--- config.mk ---
export PLATFORM = sky130hd
export DESIGN_NAME = row_record_decoder
export DESIGN_NICKNAME = d
export VERILOG_FILES = /design/src/hw/rtl/rrd_pkg.sv /design/src/hw/rtl/rrd_in_stage.sv /design/src/hw/rtl/rrd_core.sv /design/src/hw/rtl/row_record_decoder.sv
export SDC_FILE = /design/constraint.sdc
export NUM_CORES = 1
export LEC_CHECK = 0
export CAP_MARGIN = 20
export CORE_UTILIZATION = 42
export DETAILED_ROUTE_END_ITERATION = 7
export DONT_BUFFER_PORTS = 1
export GPL_TIMING_DRIVEN = 0
export PLACE_DENSITY = 0.54
export SLEW_MARGIN = 20
export SYNTH_ARGS = -nofsm -noshare
export SYNTH_HDL_FRONTEND = slang
export SYNTH_SLANG_ARGS = --single-unit
--- constraint.sdc ---
create_clock -name clk -period 4.9 [get_ports clk]
set_input_delay 0.98 -clock clk [delete_from_list [all_inputs] [get_ports clk]]
set_output_delay 0.98 -clock clk [all_outputs]
set_load 0.01 [all_outputs]
--- src/hw/rtl/rrd_pkg.sv ---
// Types and constants for the row record decoder.
// No dependencies.
`timescale 1ns / 1ps

package rrd_pkg;

  localparam int unsigned MAX_COLUMNS = 256;
  localparam int unsigned COUNT_W     = 9;
  localparam int unsigned INDEX_W     = 8;
  localparam int unsigned TYPE_W      = 5;
  localparam int unsigned LEN_W       = 32;
  localparam int unsigned CODE_W      = 3;
  localparam int unsigned LBL_W       = 3;

  localparam logic [CODE_W-1:0] CODE_NULL    = 3'd5;
  localparam logic [CODE_W-1:0] CODE_LEN_MIN = 3'd1;
  localparam logic [CODE_W-1:0] CODE_LEN_MAX = 3'd4;

  typedef enum logic [1:0] {
    PH_HEADER,
    PH_LENGTH,
    PH_PAYLOAD,
    PH_DISCARD
  } phase_t;

  typedef enum logic [2:0] {
    K_VALUE   = 3'd0,
    K_NULL    = 3'd1,
    K_LENBYTE = 3'd2,
    K_PAYLOAD = 3'd3,
    K_END     = 3'd4,
    K_ERROR   = 3'd5,
    K_DISCARD = 3'd6
  } kind_t;

  typedef struct packed {
    logic [7:0] data_byte;
    logic       row_start;
  } item_t;

  typedef struct packed {
    kind_t              byte_kind;
    logic [INDEX_W-1:0] column_index;
    logic [TYPE_W-1:0]  column_type;
    logic [LEN_W-1:0]   column_length;
    logic [7:0]         payload_byte;
    logic               column_done;
    logic [COUNT_W-1:0] column_count;
  } result_t;

endpackage

--- src/hw/rtl/rrd_in_stage.sv ---
// Input register of the row record decoder.
// Depends on rrd_pkg.
`timescale 1ns / 1ps

module rrd_in_stage (
  input  logic           clk,
  input  logic           rst,
  input  logic           s_axis_tvalid,
  output logic           s_axis_tready,
  input  rrd_pkg::item_t s_item,
  input  logic           advance,
  output logic           valid,
  output rrd_pkg::item_t item
);

  assign s_axis_tready = !valid || advance;

  always_ff @(posedge clk) begin
    if (rst) begin
      valid <= 1'b0;
    end else if (s_axis_tready) begin
      valid <= s_axis_tvalid;
    end
  end

  always_ff @(posedge clk) begin
    if (s_axis_tvalid && s_axis_tready) begin
      item <= s_item;
    end
  end

endmodule

--- src/hw/rtl/rrd_core.sv ---
// Column parser state and per-item classification.
// Depends on rrd_pkg.
`timescale 1ns / 1ps

module rrd_core (
  input  logic             clk,
  input  logic             rst,
  input  logic             step,
  input  rrd_pkg::item_t   item,
  output rrd_pkg::result_t res
);

  rrd_pkg::phase_t                      phase, phase_next, ph;
  logic [rrd_pkg::LBL_W-1:0]            lbl, lbl_next, lb;
  logic [rrd_pkg::LEN_W-1:0]            acc, acc_next, ac;
  logic [rrd_pkg::LEN_W-1:0]            pleft, pleft_next, pl;
  logic [rrd_pkg::COUNT_W-1:0]          col, col_next, cc;
  logic [rrd_pkg::TYPE_W-1:0]           ctype, ctype_next;
  logic [rrd_pkg::CODE_W-1:0]           code;
  logic [7:0]                           b;
  logic [rrd_pkg::LEN_W-1:0]            acc_shift;

  assign b         = item.data_byte;
  assign code      = b[rrd_pkg::CODE_W-1:0];
  assign acc_shift = {ac[rrd_pkg::LEN_W-9:0], b};

  always_comb begin
    ph = item.row_start ? rrd_pkg::PH_HEADER : phase;
    cc = item.row_start ? '0 : col;
    lb = item.row_start ? '0 : lbl;
    ac = item.row_start ? '0 : acc;
    pl = item.row_start ? '0 : pleft;

    phase_next = ph;
    lbl_next   = lb;
    acc_next   = ac;
    pleft_next = pl;
    col_next   = cc;
    ctype_next = ctype;

    res.byte_kind     = rrd_pkg::K_DISCARD;
    res.column_index  = cc[rrd_pkg::INDEX_W-1:0];
    res.column_length = '0;
    res.payload_byte  = '0;
    res.column_done   = 1'b0;

    unique case (ph)
      rrd_pkg::PH_HEADER: begin
        if (b == 8'd0) begin
          res.byte_kind = rrd_pkg::K_END;
          ctype_next    = '0;
          col_next      = '0;
        end else begin
          ctype_next = b[7:3];
          if (cc >= rrd_pkg::COUNT_W'(rrd_pkg::MAX_COLUMNS)) begin
            res.byte_kind = rrd_pkg::K_ERROR;
            phase_next    = rrd_pkg::PH_DISCARD;
          end else if (code == rrd_pkg::CODE_NULL) begin
            res.byte_kind   = rrd_pkg::K_NULL;
            res.column_done = 1'b1;
            col_next        = cc + 1'b1;
          end else if (code >= rrd_pkg::CODE_LEN_MIN && code <= rrd_pkg::CODE_LEN_MAX) begin
            res.byte_kind = rrd_pkg::K_VALUE;
            lbl_next      = code;
            acc_next      = '0;
            phase_next    = rrd_pkg::PH_LENGTH;
          end else begin
            res.byte_kind = rrd_pkg::K_ERROR;
            phase_next    = rrd_pkg::PH_DISCARD;
          end
        end
      end
      rrd_pkg::PH_LENGTH: begin
        res.byte_kind     = rrd_pkg::K_LENBYTE;
        acc_next          = acc_shift;
        res.column_length = acc_shift;
        lbl_next          = (lb != '0) ? lb - 1'b1 : lb;
        if (lbl_next == '0) begin
          pleft_next = acc_shift;
          if (acc_shift == '0) begin
            res.column_done = 1'b1;
            col_next        = cc + 1'b1;
            phase_next      = rrd_pkg::PH_HEADER;
          end else begin
            phase_next = rrd_pkg::PH_PAYLOAD;
          end
        end
      end
      rrd_pkg::PH_PAYLOAD: begin
        res.byte_kind     = rrd_pkg::K_PAYLOAD;
        res.payload_byte  = b;
        res.column_length = ac;
        pleft_next        = (pl != '0) ? pl - 1'b1 : pl;
        if (pleft_next == '0) begin
          res.column_done = 1'b1;
          col_next        = cc + 1'b1;
          phase_next      = rrd_pkg::PH_HEADER;
        end
      end
      default: begin
        res.byte_kind = rrd_pkg::K_DISCARD;
      end
    endcase

    res.column_type  = ctype_next;
    res.column_count = (res.byte_kind == rrd_pkg::K_END) ? cc : col_next;
  end

  always_ff @(posedge clk) begin
    if (rst) begin
      phase <= rrd_pkg::PH_HEADER;
      lbl   <= '0;
      acc   <= '0;
      pleft <= '0;
      col   <= '0;
      ctype <= '0;
    end else if (step) begin
      phase <= phase_next;
      lbl   <= lbl_next;
      acc   <= acc_next;
      pleft <= pleft_next;
      col   <= col_next;
      ctype <= ctype_next;
    end
  end

endmodule

--- src/hw/rtl/row_record_decoder.sv ---
// Top level of the row record decoder: input register, parser, result register.
// Depends on rrd_pkg, rrd_in_stage and rrd_core.
//
//   channel  | direction | tdata                           | tuser     | tlast
//   s_axis   | in        | data_byte                       | row_start | -
//   m_axis   | out       | index,type,length,payload,count | byte_kind | column_done
//
// One byte per cycle unless the result stalls; a byte crosses both registers.
// The rate is set by the combinational parser update between the two registers.
// Reset clears the parser state and both valid flags; a row starts at column 0.
// A stalled result holds the result register; the input register then fills
// and s_axis_tready drops until the result is taken.
`timescale 1ns / 1ps

module row_record_decoder (
  input  logic        clk,
  input  logic        rst,
  input  logic        s_axis_tvalid,
  output logic        s_axis_tready,
  input  logic [7:0]  s_axis_tdata,  // [7:0] data_byte
  input  logic        s_axis_tuser,  // [0] row_start
  output logic        m_axis_tvalid,
  input  logic        m_axis_tready,
  output logic [63:0] m_axis_tdata,  // [7:0] column_index, [12:8] column_type,
                                     // [44:13] column_length, [52:45] payload_byte,
                                     // [61:53] column_count, [63:62] zero
  output logic [2:0]  m_axis_tuser,  // [2:0] byte_kind
  output logic        m_axis_tlast   // column_done
);

  rrd_pkg::item_t   s_item, item;
  rrd_pkg::result_t res, out_res;
  logic             in_valid;
  logic             advance;
  logic             step;

  assign s_item.data_byte = s_axis_tdata;
  assign s_item.row_start = s_axis_tuser;

  assign advance = !m_axis_tvalid || m_axis_tready;
  assign step    = in_valid && advance;

  rrd_in_stage u_in (
    .clk           (clk),
    .rst           (rst),
    .s_axis_tvalid (s_axis_tvalid),
    .s_axis_tready (s_axis_tready),
    .s_item        (s_item),
    .advance       (advance),
    .valid         (in_valid),
    .item          (item)
  );

  rrd_core u_core (
    .clk  (clk),
    .rst  (rst),
    .step (step),
    .item (item),
    .res  (res)
  );

  always_ff @(posedge clk) begin
    if (rst) begin
      m_axis_tvalid <= 1'b0;
    end else if (advance) begin
      m_axis_tvalid <= in_valid;
    end
  end

  always_ff @(posedge clk) begin
    if (step) begin
      out_res <= res;
    end
  end

  assign m_axis_tdata = {2'b00, out_res.column_count, out_res.payload_byte,
                         out_res.column_length, out_res.column_type,
                         out_res.column_index};
  assign m_axis_tuser = out_res.byte_kind;
  assign m_axis_tlast = out_res.column_done;

endmodule

# ---- Word-level counts from Yosys, hierarchy flattened
# Cells that the tools add are included.
dict set report word_totals {
  ff_bits 160
  latch_bits 0
  mem_bits_rw 0
  rom_bits 0
  in_bits 13
  output_inout_bits 70
  mem_count 0
}
dict set report op_classes {
  addsub 3
  multipliers 0
  div 0
  n_lt_le_gt_ge 3
  n_eq_ne 4
  shift 0
  n_mux 50
  n_bitwise 0
  n_reduce_logical 14
}
# op n
set ops {}
lappend ops {{32-bit 2-to-1 mux} 8}
lappend ops {{32-bit one-hot mux with 2 select lines} 3}
lappend ops {{9-bit 2-to-1 mux} 8}
lappend ops {{32-bit zero test} 2}
lappend ops {{32-bit nonzero test} 1}
lappend ops {{32-bit by 1-bit subtractor with 32-bit output (second input constant)} 1}
lappend ops {{3-bit 2-to-1 mux} 10}
lappend ops {{9-bit one-hot mux with 3 select lines} 1}
lappend ops {{2-bit 2-to-1 mux} 8}
lappend ops {{5-bit 2-to-1 mux} 2}
lappend ops {{9-bit by 1-bit adder with 9-bit output (second input constant)} 1}
lappend ops {{9-bit >= comparator (second input constant)} 1}
lappend ops {{3-bit one-hot mux with 3 select lines} 1}
lappend ops {{8-bit zero test} 1}
lappend ops {{3-bit == test (second input constant)} 2}
lappend ops {{1-bit 2-to-1 mux} 6}
lappend ops {{2-bit one-hot mux with 3 select lines} 1}
lappend ops {{3-bit one-hot mux with 2 select lines} 1}
lappend ops {{3-bit by 1-bit >= comparator with 1-bit output (second input constant)} 1}
lappend ops {{3-bit less-or-equal comparator (second input constant)} 1}
lappend ops {{1-bit logical AND} 3}
lappend ops {{3-bit zero test} 1}
lappend ops {{1-bit one-hot mux with 3 select lines} 1}
lappend ops {{3-bit nonzero test} 1}
lappend ops {{other kinds (6)} 8}

# ---- Depth between registers and ports, before layout
# Gate-level depths: netlist of run 1.
dict set report logic_depth {
  ltp_word 9
  ltp_mapped 20
  ltp_nobuf 14
}

# ---- By module
# Synthesis of run 1 repeated with hierarchy kept, for this count alone.
dict set report unflattened {
  cells_unflattened 985
  area_unflattened_um2 8698.3
}
# mod instances cells_per_inst area_per_inst_um2 seq_area_each_um2
set modules_own_cells {}
lappend modules_own_cells {rrd_core 1 897 6317.3 1661.6}
lappend modules_own_cells {row_record_decoder 1 74 2055.7 2001.9}
lappend modules_own_cells {rrd_in_stage 1 14 325.3 290.3}

# ---- Least setup slack after synthesis of run 1
# No wires, ideal clock.
dict set report synth_timing {
  path_type {reg-to-reg}
  start {register, netlist name u_in.item[0]}
  end {register out_res, in the netlist m_axis_tdata[57], data pin}
  t_arrival_ns 4.238
  t_required_ns 4.624
  path_slack_ns 0.385
  path_stages_with_launch 18
  path_buffers 5
  period_less_slack_ns 4.515
  path_cell_list {edfxtp_1 > clkbuf_1 > clkinv_1 > clkbuf_1 > clkbuf_1 > buf_1 > nand2_1 > ha_1 > clkbuf_1 > o211ai_1 > a211oi_2 > a21oi_1 > or3b_4 > a2111oi_4 > nand3_1 > nor3_1 > and3_1 > o32ai_1}
}
# element line
set synth_lines {}
lappend synth_lines {{end signal, assigned} row_record_decoder.sv:72} ;# out_res <= res;
lappend synth_lines {{end, declared} row_record_decoder.sv:32} ;# rrd_pkg::result_t res, out_res;

# ---- Final worst setup path of run 1
dict set report layout_timing {
  start {register, netlist name u_in.item[0]}
  end {register u_core.col[0] (netlist bit)}
}
dict set report layout_between {
  elab_chain_cells 6
}
# element line
set layout_lines {}
lappend layout_lines {{32-bit 2-to-1 mux (tied with other cells)} rrd_core.sv:32} ;# pl = item.row_start ? '0 : pleft;
lappend layout_lines {{32-bit by 1-bit subtractor with 32-bit output (tied with other cells)} rrd_core.sv:93} ;# pleft_next = (pl != '0) ? pl - 1'b1 : pl;
lappend layout_lines {{32-bit 2-to-1 mux (tied with other cells)} rrd_core.sv:93}
lappend layout_lines {{32-bit zero test (tied with other cells)} rrd_core.sv:94} ;# if (pleft_next == '0) begin
lappend layout_lines {{9-bit 2-to-1 mux (on tied branches)} {rrd_core.sv:94, rrd_core.sv:49, rrd_core.sv:78}}
lappend layout_lines {{9-bit one-hot mux with 3 select lines *} rrd_core.sv:47} ;# unique case (ph)
lappend layout_lines {{end signal, assigned} rrd_core.sv:122} ;# col <= col_next;
lappend layout_lines {{end, declared} rrd_core.sv:17} ;# logic [rrd_pkg::COUNT_W-1:0] col, col_next, cc;
# Every way passes the cells marked *; elsewhere a longest branch is shown, timed or not.
# A chain may end at the register's enable or synchronous reset.

==> impl_metrics.env, run 1 <==
export IMPL_power_internal_mw=2.380
export IMPL_cts_max_level=4
export IMPL_dieArea_sq_um=23180
export IMPL_crit_family="buffers and inverters"
export IMPL_synthFlopType="dfxtp_1"
export IMPL_path_max_fanout=11
export IMPL_ys_seq_elements=160
export IMPL_synth_area_sq_um=9482
export IMPL_ys_top_cells_by_area="edfxtp_1 (24%), dfxtp_1 (18%), nor2_1 (7.0%)"
export IMPL_crit_top_cell="clkbuf_4"
export IMPL_grt_max_degree=58
export IMPL_cts_reportedPaths_clkPinSlew_ns=0.07
export IMPL_ys_warnings_count=0
export IMPL_mostFrequentLayoutCell="nor2_1"
export IMPL_p_comb_frac=0.208
export IMPL_leakagePower_nw=3.697
export IMPL_crit_arrival_ns=5.11
export IMPL_drive_gt1_frac=0.09821
export IMPL_place_hpwl_mm=25.33
export IMPL_cts_root_buf="clkbuf_16"
export IMPL_synthArstFlopShare=0
export IMPL_worst_pin_slew_ns=0.8304
export IMPL_path_cells="clkbuf_8 -> clkbuf_4 -> clkbuf_4 -> clkbuf_2 -> clkbuf_4 -> clkbuf_4 -> clkbuf_4 -> nor2b_1 -> inv_1 -> ha_1 -> clkbuf_1 -> clkbuf_1 -> clkbuf_2 -> o21ai_0 -> a311oi_1"
export IMPL_wl_per_cell_microns=24.23
export IMPL_holdWs_ns=0.4586
export IMPL_grt_busiest_layer="met2"
export IMPL_ys_seq_area_frac=0.4170
export IMPL_drcViolationCount=10
export IMPL_cts_buffer_depth=2
export IMPL_finalHoldViolations=0
export IMPL_io_buffers=0
export IMPL_drv_slew=0
export IMPL_critPathLaunchType="register"
export IMPL_cts_tree="built"
export IMPL_use_met1=0.4199
export IMPL_die_h_microns=152.3
export IMPL_regArea_sq_um=3954
export IMPL_finalSetupViolCount=0
export IMPL_met3_usage=0.03896
export IMPL_p_per_area_nw_per_um2=335.3
export IMPL_status="finished, violations left"
export IMPL_grt_usage=0.3067
export IMPL_synth_top_area_frac=0.2375
export IMPL_cts_inserted_buffers=17
export IMPL_grt_pass1_wl_mm=54.32
export IMPL_viasPerCell=6.421
export IMPL_setup_slack_ns=0.1338
export IMPL_peakVddDrop_mv=0.2103
export IMPL_grt_use_met2=0.4845
export IMPL_worstHoldPathType="register to register"
export IMPL_antenna_found_initial=0
export IMPL_cp_slowest_stage_delay_ns=0.52
export IMPL_rows=54
export IMPL_critical_path_class="register to register"
export IMPL_yosysTopAreaCell="edfxtp_1"
export IMPL_finalClockSkew_ns=0.01434
export IMPL_swShare=0.3348
export IMPL_cp_end_kind="register"
export IMPL_grt_pass1_vias=8799
export IMPL_fmax_ghz=0.2098
export IMPL_core_area_sq_um=21960
export IMPL_layout_nets=1181
export IMPL_relSlewSlack=0.4413
export IMPL_multi_input_area_sq_um=5125
export IMPL_setup_tns_ns=0
export IMPL_final_core_util=0.4860
export IMPL_most_common_layout_cells="nor2_1 (176), nand2_1 (97), dfxtp_1 (85)"
export IMPL_die_w_microns=152.3
export IMPL_vias=9323
export IMPL_worst_path_buf_inv=11
export IMPL_final_period_utilization=0.9727
export IMPL_dr_pass1_iters=7
export IMPL_drtIter0Drc=937
export IMPL_ios=83
export IMPL_start_util=0.4318
export IMPL_syn_avg_cell_area_sq_um=8.369
export IMPL_yosysUniqueCellTypes=81
export IMPL_clk_latency_ns=0.44
export IMPL_syn2layout_area_growth_pct=12.55
export IMPL_crit_required_ns=5.24
export IMPL_switchingPower_mw=1.198
export IMPL_p_seq_frac=0.417
export IMPL_finalWeightedCongestion=0.9823
export IMPL_synth_edff_count=75
export IMPL_power_frac_clock=0.374
export IMPL_clock_sinks=160
export IMPL_grt_overflow_total=0
export IMPL_period_needed_ns=4.766
export IMPL_drt_total_wl_mm=35.18
export IMPL_violations="DRC"
export IMPL_fillers=2148
export IMPL_slowest_stage="clkbuf_1"
export IMPL_antenna_left=0
export IMPL_preCtsSetupSlack_ns=-2.554
export IMPL_rsz0062_at_grt="no"
export IMPL_cap_violations=0
export IMPL_syn_instance_count=1133
[final timing paths]
kind | from | endpoint | slack (ns) | depth (start not counted)
setup / recovery | u_in.item[0]$_DFFE_PP_ | u_core.col[0]$_SDFFE_PP0P_ | 0.13 | 15
hold / removal | u_core.ctype[4]$_SDFFE_PP0P_ | u_core.ctype[4]$_SDFFE_PP0P_ | 0.46 | 2
setup reg to reg | u_in.item[0]$_DFFE_PP_ | u_core.col[0]$_SDFFE_PP0P_ | 0.13 | 15
hold reg to reg | u_core.ctype[4]$_SDFFE_PP0P_ | u_core.ctype[4]$_SDFFE_PP0P_ | 0.46 | 2
[cells in the mapped netlist (6+ instances only)]
cell	instances
or4_1	9
o31ai_1	6
nand2b_1	9
ha_1	10
a21oi_1	81
a22oi_1	77
dfxtp_1	85
buf_1	7
nor3_1	26
clkbuf_1	82
nor2_1	178
o21ai_0	63
nand3_1	21
or3_1	7
and3_1	11
and2_1	11
xnor2_1	9
a21o_1	7
nand2_1	97
edfxtp_1	75
mux2_2	7
nand4_1	6
a31oi_1	20
xor2_1	6
o22ai_1	11
inv_1	31
nor2b_1	17
a211oi_1	7
nand3b_1	7
nor4_1	25
mux2i_1	20
o211ai_1	9
[per-layer routing]
metal  share of wire  routed length [microns]
met1            0.44                    15490
met2            0.46                    16140
met3           0.065                     2293
met4           0.036                     1261
met5               0                        0
[flip-flops by register name, summed over array words and instances (netlist names)]
register       count
u_core.ctype       5
u_core.pleft      32
m_axis_tuser       3
u_core.phase       2
u_core.col         9
m_axis_tlast       1
u_in.item          9
u_core.lbl         3
m_axis_tdata      62
u_in.valid         1
m_axis_tvalid      1
u_core.acc        32
[cell families (layout without fill, tap and decap cells)]
group           count (synthesis)  in the layout  synth area share
fa+ha+maj                      10             10           0.01320
buf+inv                       128            165           0.05371
mux                            27             27           0.02943
flops                         160            160            0.4170
other cells                     1              3         0.0003955
compound gates                350            350            0.2486
xor+xnor                       15             15           0.01386
simple gates                  442            442            0.2238
[cell type report]
type / instances / area share
repair buffers: 8 / 0.007504
clock inverters: 15 / 0.01536
well taps: 280 / 0.03283
multi-input cells: 846 / 0.4802
diodes: 1 / 0.0002345
flip-flops and latches: 160 / 0.3705
inverters: 32 / 0.01137
plain buffers: 93 / 0.04209
clock buffers: 17 / 0.03986
[stage by stage]
| step | power [mW] | std cells | instance area [sq um] |
|---|---|---|---|
| finish | 3.578 | 1452 | 10670 |
| global route | 3.703 | 1451 | 10670 |
| CTS | 3.558 | 1451 | 10620 |
| detailed placement | 2.191 | 1415 | 9867 |
| global placement | 2.192 | 1414 | 9836 |
| floorplan | 1.979 | 1134 | 9485 |
[worst register-to-register path, cell delays in order (launching register included)]
cell and delay, ns:
edfxtp_1 0.47, clkbuf_8 0.23, clkbuf_4 0.27, clkbuf_4 0.31
clkbuf_2 0.33, clkbuf_4 0.32, clkbuf_4 0.28, clkbuf_4 0.29
nor2b_1 0.11, inv_1 0.14, ha_1 0.16, clkbuf_1 0.32
clkbuf_1 0.52, clkbuf_2 0.45, o21ai_0 0.21, a311oi_1 0.28
[power by group through the flow]
stage	registers (mW)	logic (mW)	clock network [mW]
3_5_place_dp	1.52	0.668	0
4_1_cts	1.49	0.708	1.36
3_3_place_gp	1.53	0.666	0
2_1_floorplan	1.51	0.468	0
6_report	1.49	0.746	1.34
5_1_grt	1.50	0.794	1.41
[timing repair]
item                       in CTS  in global routing
pin swaps                       3                  3
buffers inserted                5                  2
gates resized for setup        47                 20
hold buffers                    0                  0
setup endpoints to repair     141                 91
(Power assumes the default switching activity.)
==> run 2: changes to the inputs <==
--- a/config.mk
+++ b/config.mk
@@ -5,12 +5,10 @@
 export SDC_FILE = /design/constraint.sdc
 export NUM_CORES = 1
 export LEC_CHECK = 0
-export CAP_MARGIN = 20
 export CORE_UTILIZATION = 42
 export DETAILED_ROUTE_END_ITERATION = 7
 export DONT_BUFFER_PORTS = 1
 export GPL_TIMING_DRIVEN = 0
-export PLACE_DENSITY = 0.54
 export SLEW_MARGIN = 20
 export SYNTH_ARGS = -nofsm -noshare
 export SYNTH_HDL_FRONTEND = slang
==> run 2 against run 1 <==
  * Worst hold slack barely moved
  * Non-clock buffer count did not move
  * Final cell count barely moved
  * Sequential power barely moved
  * Via count rose by 1.4%
  * The run still ends with DRC left
  * Critical endpoint is now u_core.pleft[11]$_SDFFE_PP0P_
  * Clock skew rose by 0.0018 ns
  * Die area did not move
  * Count of clock-buffer cells in the layout did not move
  * Clock power barely moved
  * First-iteration DRC count rose by 9.2%
  * Utilization fell by 0.15 points
==> impl_metrics.env, run 2 (same netlist as run 1, synthesis figures left out) <==
export IMPL_start_util=0.4318
export IMPL_die_w_microns=152.3
export IMPL_drv_slew=0
export IMPL_p_per_area_nw_per_um2=334.5
export IMPL_switchingPower_mw=1.189
export IMPL_mostFrequentLayoutCell="nor2_1"
export IMPL_finalWeightedCongestion=0.9759
export IMPL_period_needed_ns=4.708
export IMPL_critPathLaunchType="register"
export IMPL_grt_max_degree=59
export IMPL_grt_pass1_vias=8808
export IMPL_crit_family="buffers and inverters"
export IMPL_antenna_left=0
export IMPL_cts_max_level=4
export IMPL_rows=54
export IMPL_wl_per_cell_microns=23.53
export IMPL_vias=9454
export IMPL_fmax_ghz=0.2124
export IMPL_drive_gt1_frac=0.09308
export IMPL_final_period_utilization=0.9608
export IMPL_p_comb_frac=0.205
export IMPL_largest_reg_flops=62
export IMPL_core_area_sq_um=21960
export IMPL_cts_root_buf="clkbuf_16"
export IMPL_regArea_sq_um=3954
export IMPL_clock_sinks=160
export IMPL_crit_arrival_ns=5.01
export IMPL_place_hpwl_mm=24.73
export IMPL_rsz0062_at_grt="no"
export IMPL_cap_violations=0
export IMPL_crit_top_cell="clkbuf_4"
export IMPL_io_buffers=0
export IMPL_instances_no_fill=1451
export IMPL_power_frac_clock=0.376
export IMPL_worstHoldPathType="register to register"
export IMPL_slowest_stage="edfxtp_1"
export IMPL_setup_tns_ns=0
export IMPL_grt_overflow_total=0
export IMPL_fillers=2129
export IMPL_dieArea_sq_um=23180
export IMPL_viasPerCell=6.516
export IMPL_insertedDiodeCount=0
export IMPL_clk_latency_ns=0.45
export IMPL_cp_end_kind="register"
export IMPL_multi_input_area_sq_um=5109
export IMPL_syn2layout_area_growth_pct=12.21
export IMPL_finalHoldViolations=0
export IMPL_cp_slowest_stage_delay_ns=0.48
export IMPL_worst_pin_slew_ns=0.8695
export IMPL_path_max_fanout=19
export IMPL_most_common_layout_cells="nor2_1 (176), nand2_1 (97), dfxtp_1 (85)"
export IMPL_crit_required_ns=5.20
export IMPL_leakagePower_nw=3.673
export IMPL_peakVddDrop_mv=0.2242
export IMPL_holdBufCountCts=0
export IMPL_path_cells="buf_4 -> clkbuf_4 -> clkbuf_4 -> clkbuf_2 -> clkbuf_4 -> clkbuf_4 -> nor2b_1 -> inv_1 -> ha_1 -> clkbuf_1 -> buf_1 -> o21ai_1 -> a22oi_1 -> nor2_1"
export IMPL_cts_tree="built"
export IMPL_status="finished, violations left"
export IMPL_dr_pass1_iters=8
export IMPL_worst_path_buf_inv=9
export IMPL_power_internal_mw=2.369
export IMPL_relSlewSlack=0.4150
export IMPL_antenna_found_initial=0
export IMPL_layout_nets=1181
export IMPL_critical_path_class="register to register"
export IMPL_cts_inserted_buffers=17
export IMPL_cts_buffer_depth=2
export IMPL_finalSetupViolCount=0
export IMPL_die_h_microns=152.3
export IMPL_drtIter0Drc=1023
export IMPL_place_inst=1415
export IMPL_drt_total_wl_mm=34.15
export IMPL_violations="DRC"
export IMPL_finalClockSkew_ns=0.01610
export IMPL_drcViolationCount=12
export IMPL_ios=83
export IMPL_p_seq_frac=0.419
export IMPL_grt_usage=0.2993
export IMPL_grt_pass1_wl_mm=53.18
export IMPL_cts_reportedPaths_clkPinSlew_ns=0.07
export IMPL_swShare=0.3342
==> run 2: through the flow <==
step | instance area, sq um | hold WS, ns | worst slack, ns | power, mW | util
final | 10640 | 0.4589 | 0.1922 | 3.559 | 0.4845
after global routing | 10640 | 0.4764 | 0.01999 | 3.680 | 0.4845
after CTS | 10610 | 0.4601 | 0.01391 | 3.542 | 0.4831
after detailed placement | 9867 | 0.4493 | -2.571 | 2.184 | 0.4493
after global placement | 9836 | 0.4390 | -2.679 | 2.182 | 0.4479
after floorplan | 9485 | 0.4338 | 0.3853 | 1.979 | -
==> run 2: power by group through the flow <==
stage	Sequential [mW]	Combinational [mW]	Clock, mW
after floorplan	1.51	0.468	0
after global placement	1.53	0.657	0
after detailed placement	1.52	0.662	0
after CTS	1.49	0.692	1.36
after global routing	1.50	0.776	1.41
final	1.49	0.729	1.34
==> run 2: cell type report <==
class,count,share of cell area
clock inverter,15,0.01564
buffer,93,0.04057
clock buffer,17,0.03999
tap,280,0.03293
timing repair buffer,8,0.007527
inverter,32,0.01153
sequential,160,0.3716
multi-input combinational,846,0.4802
==> run 2: worst register-to-register path: stages, from the launching register on <==
cell and delay (ns):
edfxtp_1 0.48, buf_4 0.24, clkbuf_4 0.24, clkbuf_4 0.26, clkbuf_2 0.27, clkbuf_4 0.28, clkbuf_4 0.30, nor2b_1 0.31
inv_1 0.16, ha_1 0.39, clkbuf_1 0.33, buf_1 0.46, o21ai_1 0.35, a22oi_1 0.45, nor2_1 0.07
==> run 2: worst paths after layout <==
check / from / to / slack [ns] / cells after the start
setup / recovery: u_in.item[0]$_DFFE_PP_ / u_core.pleft[11]$_SDFFE_PP0P_ / 0.19 / 14
hold / removal: u_core.ctype[0]$_SDFFE_PP0P_ / u_core.ctype[0]$_SDFFE_PP0P_ / 0.46 / 2
setup reg to reg: u_in.item[0]$_DFFE_PP_ / u_core.pleft[11]$_SDFFE_PP0P_ / 0.19 / 14
hold reg to reg: u_core.ctype[0]$_SDFFE_PP0P_ / u_core.ctype[0]$_SDFFE_PP0P_ / 0.46 / 2
==> run 2: repair_timing <==
action                                  in CTS  in global routing
pin swaps                                    2                  2
resized for setup                           42                 13
endpoints found under the setup margin     141                 91
setup buffers                                5                  2
==> run 2: metal layers <==
layer / vias up / GRT usage / part of all wire
met2: 523 / 0.4540 / 0.44
met3: 120 / 0.04807 / 0.085
li1: 4241 / - / -
met4: 0 / 0.1497 / 0.046
met1: 4570 / 0.4135 / 0.43
met5: - / 0 / 0
